===== config.mk =====
export PLATFORM = sky130hd
export DESIGN_NAME = evsc_div
export DESIGN_NICKNAME = d
export VERILOG_FILES = /design/src/rtl/evsc_pkg.sv /design/src/rtl/evsc_div.sv
export SDC_FILE = /design/constraint.sdc
export NUM_CORES = 2
export LEC_CHECK = 0
export ABC_AREA = 1
export BUFFER_PORTS_ARGS = -buffer_cell sky130_fd_sc_hd__buf_2
export CORE_MARGIN = 10
export CORE_UTILIZATION = 40
export CTS_CLUSTER_SIZE = 8
export DETAILED_ROUTE_END_ITERATION = 16
export PLACE_DENSITY = 0.61
export SETUP_SLACK_MARGIN = 0.15
export SLEW_MARGIN = 20
export SYNTH_ARGS = -nofsm -noshare
export SYNTH_HDL_FRONTEND = slang
export SYNTH_SLANG_ARGS = --single-unit

===== constraint.sdc =====
create_clock -name clock -period 3.14 [get_ports clock]
set_clock_uncertainty 0.1 [all_clocks]
set_input_delay 0.628 -clock clock [delete_from_list [all_inputs] [get_ports clock]]
set_output_delay 0.628 -clock clock [all_outputs]
set_load 0.02 [all_outputs]

===== src/rtl/evsc_pkg.sv =====
// Shared constants, register codes and the arctangent table of the view source coordinate block.
package evsc_pkg;

   // Configuration port layout.
   localparam int CSR_IDX_W  = 3;
   localparam int CSR_DATA_W = 20;

   localparam logic [CSR_IDX_W-1:0] CSR_VIEW_WIDTH    = 3'd0;
   localparam logic [CSR_IDX_W-1:0] CSR_VIEW_HEIGHT   = 3'd1;
   localparam logic [CSR_IDX_W-1:0] CSR_SOURCE_WIDTH  = 3'd2;
   localparam logic [CSR_IDX_W-1:0] CSR_SOURCE_HEIGHT = 3'd3;
   localparam logic [CSR_IDX_W-1:0] CSR_TAN_HALF_HFOV = 3'd4;
   localparam logic [CSR_IDX_W-1:0] CSR_TAN_HALF_VFOV = 3'd5;
   localparam logic [CSR_IDX_W-1:0] CSR_COS_YAW       = 3'd6;
   localparam logic [CSR_IDX_W-1:0] CSR_SIN_YAW       = 3'd7;

   // Register widths.
   localparam int DIMREG_W = 13;
   localparam int TAN_W    = 20;
   localparam int TRIG_W   = 18;

   // Register reset values.
   localparam logic [DIMREG_W-1:0]      VIEW_WIDTH_RST    = 13'd640;
   localparam logic [DIMREG_W-1:0]      VIEW_HEIGHT_RST   = 13'd480;
   localparam logic [DIMREG_W-1:0]      SOURCE_WIDTH_RST  = 13'd1920;
   localparam logic [DIMREG_W-1:0]      SOURCE_HEIGHT_RST = 13'd960;
   localparam logic [TAN_W-1:0]         TAN_HFOV_RST      = 20'd65536;
   localparam logic [TAN_W-1:0]         TAN_VFOV_RST      = 20'd49152;
   localparam logic signed [TRIG_W-1:0] COS_YAW_RST       = 18'sd65536;
   localparam logic signed [TRIG_W-1:0] SIN_YAW_RST       = 18'sd0;

   // Result field widths.
   localparam int OUT_COL_W = 20;
   localparam int OUT_ROW_W = 21;

   // Default parameter values.
   localparam int CORDIC_STAGES_DEF = 16;
   localparam int OUT_FRAC_BITS_DEF = 8;
   localparam int DIM_BITS_DEF      = 12;

   // Binary angles: one turn is 2^32.
   localparam int ANG_W     = 34;
   localparam int LON_W     = 32;
   localparam int TABLE_LEN = 24;
   localparam logic signed [ANG_W-1:0] ANGLE_QUARTER = 34'sd1073741824;
   localparam logic signed [ANG_W-1:0] ANGLE_HALF    = 34'sd2147483648;
   localparam logic [LON_W-1:0]        LON_OFFSET    = 32'h8000_0000;

   // Inverse CORDIC gain in Q16.
   localparam int GAIN_W = 17;
   localparam logic signed [GAIN_W-1:0] INV_GAIN_Q16 = 17'sd39797;

   // Arctangent of 2^-i in binary angle units.
   localparam logic signed [ANG_W-1:0] ATAN_TABLE [0:TABLE_LEN-1] = '{
      34'sd536870912, 34'sd316933406, 34'sd167458907, 34'sd85004756,
      34'sd42667331,  34'sd21354465,  34'sd10679838,  34'sd5340245,
      34'sd2670163,   34'sd1335087,   34'sd667544,    34'sd333772,
      34'sd166886,    34'sd83443,     34'sd41722,     34'sd20861,
      34'sd10430,     34'sd5215,      34'sd2608,      34'sd1304,
      34'sd652,       34'sd326,       34'sd163,       34'sd81
   };

endpackage


===== src/rtl/evsc_div.sv =====
// Pipelined restoring divider: one quotient bit per register stage.
module evsc_div
   import evsc_pkg::*;
#(
   parameter int N_W    = 34,
   parameter int D_W    = 13,
   parameter int SIDE_W = 1
) (
   input  logic              clock,
   input  logic              reset,
   input  logic              en,
   input  logic              in_valid,
   input  logic [N_W-1:0]    in_dividend,
   input  logic [D_W-1:0]    in_divisor,
   input  logic [SIDE_W-1:0] in_side,
   output logic              out_valid,
   output logic [N_W-1:0]    out_quotient,
   output logic [SIDE_W-1:0] out_side
);

   // Stage k holds the partial remainder and a word that trades dividend bits for quotient bits.
   logic              valid_ff [0:N_W];
   logic [D_W-1:0]    rem_ff   [0:N_W];
   logic [N_W-1:0]    work_ff  [0:N_W];
   logic [SIDE_W-1:0] side_ff  [0:N_W];

   // Entry stage.
   always_ff @(posedge clock) begin
      if (reset) begin
         valid_ff[0] <= 1'b0;
      end else if (en) begin
         valid_ff[0] <= in_valid;
      end
   end

   always_ff @(posedge clock) begin
      if (en) begin
         rem_ff[0]  <= '0;
         work_ff[0] <= in_dividend;
         side_ff[0] <= in_side;
      end
   end

   // One trial subtraction per stage.
   for (genvar k = 0; k < N_W; k++) begin : g_stage
      logic [D_W:0]   trial;
      logic           q_bit;
      logic [D_W-1:0] rem_in;
      logic [N_W-1:0] work_in;

      always_comb begin
         trial = {rem_ff[k], work_ff[k][N_W-1]};
         q_bit = (trial >= {1'b0, in_divisor});
         if (q_bit) begin
            rem_in = D_W'(trial - {1'b0, in_divisor});
         end else begin
            rem_in = trial[D_W-1:0];
         end
         work_in = {work_ff[k][N_W-2:0], q_bit};
      end

      always_ff @(posedge clock) begin
         if (reset) begin
            valid_ff[k+1] <= 1'b0;
         end else if (en) begin
            valid_ff[k+1] <= valid_ff[k];
         end
      end

      always_ff @(posedge clock) begin
         if (en) begin
            rem_ff[k+1]  <= rem_in;
            work_ff[k+1] <= work_in;
            side_ff[k+1] <= side_ff[k];
         end
      end
   end

   assign out_valid    = valid_ff[N_W];
   assign out_quotient = work_ff[N_W];
   assign out_side     = side_ff[N_W];

endmodule


==> impl_summary.md <==
STA
The count of endpoints failing hold in the final timing report is 0. The worst hold slack across all endpoints is 78.9 ps. The final period demand of the worst path is 2680 ps. The total of endpoints with negative setup slack in the final report is 0. The max-slew violation count is 0. At the pin with the least slew margin, the transition time is 798 ps. Setup repair after global routing left no endpoint under its margin. Across all setup checks in the final design, the least slack found is 465 ps.

The final total negative setup slack is 0 ps. The worst pin sits at a relative slew slack of 46.8%. Static timing analysis puts the maximum clock frequency at 0.374 GHz. The final period utilization is 85.2%.

Placement
The post-DP HPWL is 133000 um. Input and output buffers added on the ports amount to 87. The congestion estimate from routability-driven global placement came to 0.908. The setup slack at placement is 44.1 ps.

Setup path
The startpoint of the most critical setup path is in_divisor[6]. The class of the most critical setup path is input port to flip-flop. Together, buffers and inverters on the worst path number 7. The cell at the slowest stage of the critical path is dlygate4sd3_1. The worst path arrival time is 3140 ps. In this design, the largest share of critical-path delay is due to buffers and inverters. The worst path required time is 3600 ps.

The nature of the critical path startpoint is an input port. The maximum fanout encountered on the critical timing path is 20. The largest single stage delay on the critical path is 510 ps. The startpoint of the worst register-to-register path is work_ff[30][33]. Walking the worst path, the cells encountered are dlygate4sd3_1 -> buf_2 -> inv_1 -> buf_12 -> buf_12 -> ha_1 -> nand2_1 -> inv_1 -> nand2_1 -> nor2_1 -> nand2_2 -> nand3_2 -> buf_4 -> o21ai_1. The category of the worst setup path capture point is a flip-flop.

Global routing
Entering global routing, the biggest net connects 142 pins. The initial antenna violation count is 3. The first global-routing pass estimated 296000 um of wire.

The residual overflow from global routing is 0. The number of global-route vias before repair is 55112. The total global-route track usage is 15.5%.

Clocking
TritonCTS built the clock tree. The number of clock buffers added by TritonCTS is 232. The deepest level of the CTS H-tree is 4. The clock root buffer is clkbuf_16. The register clock-pin slew on the reported worst setup and hold paths is 50 ps. The number of gates resized after CTS was 0. The clock latency reported for the late side of the worst-skew pair is 880 ps. The maximum root-to-sink buffer count is 3. Counting every sink on the clock net gives 1689.

Routing
The remaining design rule violation count is 0. The overall routed net length is 186000 um. The number of nets with antenna violations after detailed routing is 0. For this block, the via count after detailed routing is 56250. In this run, the number of DRC markers left after iteration 0 of detailed routing was 3917. In the routed layout, each cell is associated on average with a via count of 4.84. The average wire length per cell after detail routing is 16.0 um.

The detailed-router iteration count before antenna repair is 6.

Floorplan
In this run the standard cell core region covers 215000 sq um. The die footprint is 235000 sq um. The initial utilization of the core area, before any placement, comes to 40.2%.

88 I/O pins were placed. In this run the horizontal extent of the chip is 484 um. The total number of placement rows is 170. The floorplan step set the die height to 484 um.

Synth
The number of synthesized register bits is 1689. After Yosys synthesis, XOR and XNOR cells account for 2.07% of the synthesized area. The combined area of all synthesized cells is 86300 sq um. The top cell type by area accounts for 58.8% of the synthesized area. The net count after synthesis is 8764. Averaged over all synthesized cells, the footprint is 10.5 sq um. The complex-gate fraction of the synthesized area is 2.97%. After technology mapping, the gate count stands at 8249. In this run, distinct cell masters in the synthesized netlist total 40. The mux cell area share after synthesis is 0%. By area, the combinational part of the netlist is dominated by simple AND/OR/NAND/NOR gates. Summing the sequential cell areas from Yosys gives 58.8% of the chip area. The number of warnings issued by yosys is 0.

Yosys attributes the largest share of cell area to edfxtp_1 59%, nand2_1 11%, inv_1 6.3%, ha_1 6.2%, nand4_1 2.6%. The biggest area consumer among synthesized cells is edfxtp_1. After Yosys synthesis, and, or, nand and nor cells account for 21.6% of the synthesized area. The synthesized netlist devotes 6.99% of its cell area to adder and majority cells.

Run
The tool flagged a number of max-cap violations equal to 0.

Power and ir drop
In this run the static leakage power is 44.3 nW. The power per standard cell area is 916 nW/um^2. The highest ir drop seen on vdd is 643 uV.

The design draws 90.4 mW.

Finish
The area growth from synthesis to layout is 14.4%. The layout net count is 9258. Of the cells placed in the final design, the portion with a size suffix greater than 1 is 14.0%. Cells fill 46.0% of the core in the end. The number of antenna diodes in the final layout is 0. The layout filler cell count is 19658.

Min path
The source of the worst hold timing path is in_divisor[5]. In this run the worst hold path is classified as input port to flip-flop.

Status
The run finished with clean final reports.
[worst paths after layout]
| kind | to | slack [ps] | cells past startpoint |
|---|---|---|---|
| max | rem_ff[32][3] | 460 | 14 |
| min | rem_ff[1][10] | 80 | 3 |
| max reg2reg | rem_ff[31][0] | 640 | 11 |
| min reg2reg | work_ff[11][32] | 280 | 0 |
[report_power, final]
part / internal (mW) / switching, mW
clock network: 13.1 / 9.02
registers: 30.7 / 2.60
logic: 12.8 / 22.2
[cells by family after synthesis]
family,Yosys count
adder cells (fa/ha/maj),463
XOR/XNOR,204
buffers and inverters,1588
flip-flops,1689
AND/OR/NAND/NOR,3928
AO/OA/AOI/OAI,377
[sequential cells by signal, summed over array words and instances (netlist names)]
name,flops
work_ff,1190
valid_ff,35
rem_ff,429
side_ff,35
[tightest hold or removal path, delay by kind of cell]
| kind | cells | cell delay (ps) |
|---|---|---|
| buf+inv | 1 | 90 |
| simple gates | 1 | 60 |
| compound gates | 1 | 150 |
[through the flow]
stage	cell area, sq um	cells
after floorplan	86300	8249
after global placement	92000	11310
after detailed placement	92000	11310
after CTS	98700	11616
after global routing	98700	11616
final	98700	11616
[what timing repair did]
action	4_1_cts	5_1_grt
hold endpoints to repair	37	0
hold buffers	37	0
setup buffers	0	0
[layer usage]
| metal | track usage, % | share of wire [%] | vias up | wire, um |
|---|---|---|---|---|
| met2 | 25.5 | 46 | 1235 | 85800 |
| met1 | 21.0 | 46 | 26376 | 85500 |
| met4 | 5.00 | 2.9 | 0 | 5410 |
| li1 | - | - | 28294 | - |
| met3 | 2.47 | 4.7 | 345 | 8760 |
| met5 | 0 | 0 | - | 0 |
[layout make-up]
type	instances	area, sq um	area share (%)
inverter	1498	5630	5.71
clock buffer	249	5870	5.95
multi-input combinational	4972	29000	29.4
tap	2838	3550	3.60
timing repair buffer	350	3480	3.53
clock inverter	20	435	0.441
sequential	1689	50700	51.4
[placed cells by master, fill, tap and decap left out, types with 32 or more instances in the layout]
cell type | netlist | routed
inv_1 | 1451 | 1451
nand2_2 | 155 | 155
dlygate4sd3_1 | 0 | 37
inv_2 | 44 | 44
o21ai_2 | 86 | 86
ha_1 | 431 | 431
edfxtp_1 | 1689 | 1689
xnor2_1 | 32 | 32
buf_4 | 6 | 149
nor2_2 | 75 | 75
nand3_1 | 363 | 363
buf_2 | 17 | 86
a21oi_1 | 125 | 125
nand3_2 | 168 | 168
o21ai_1 | 125 | 125
nand4_1 | 355 | 355
clkbuf_16 | 0 | 232
nand2_1 | 2429 | 2429
xor2_1 | 172 | 172
nor2_4 | 46 | 46
fa_1 | 32 | 32
nor2_1 | 270 | 270
buf_12 | 7 | 78
[synth_stat cells (all sizes together)]
cell       n
nand2   2598
edfxtp  1689
inv     1498
nand3    556
ha       431
nor2     391
nand4    359
o21ai    218
xor2     172
a21oi    157
buf       87
fa        32
xnor2     32
and2      10
nor3      10
clkbuf     3
nor4       3
a31oi      1
o211ai     1
or2        1
(Power assumes the default switching activity.)
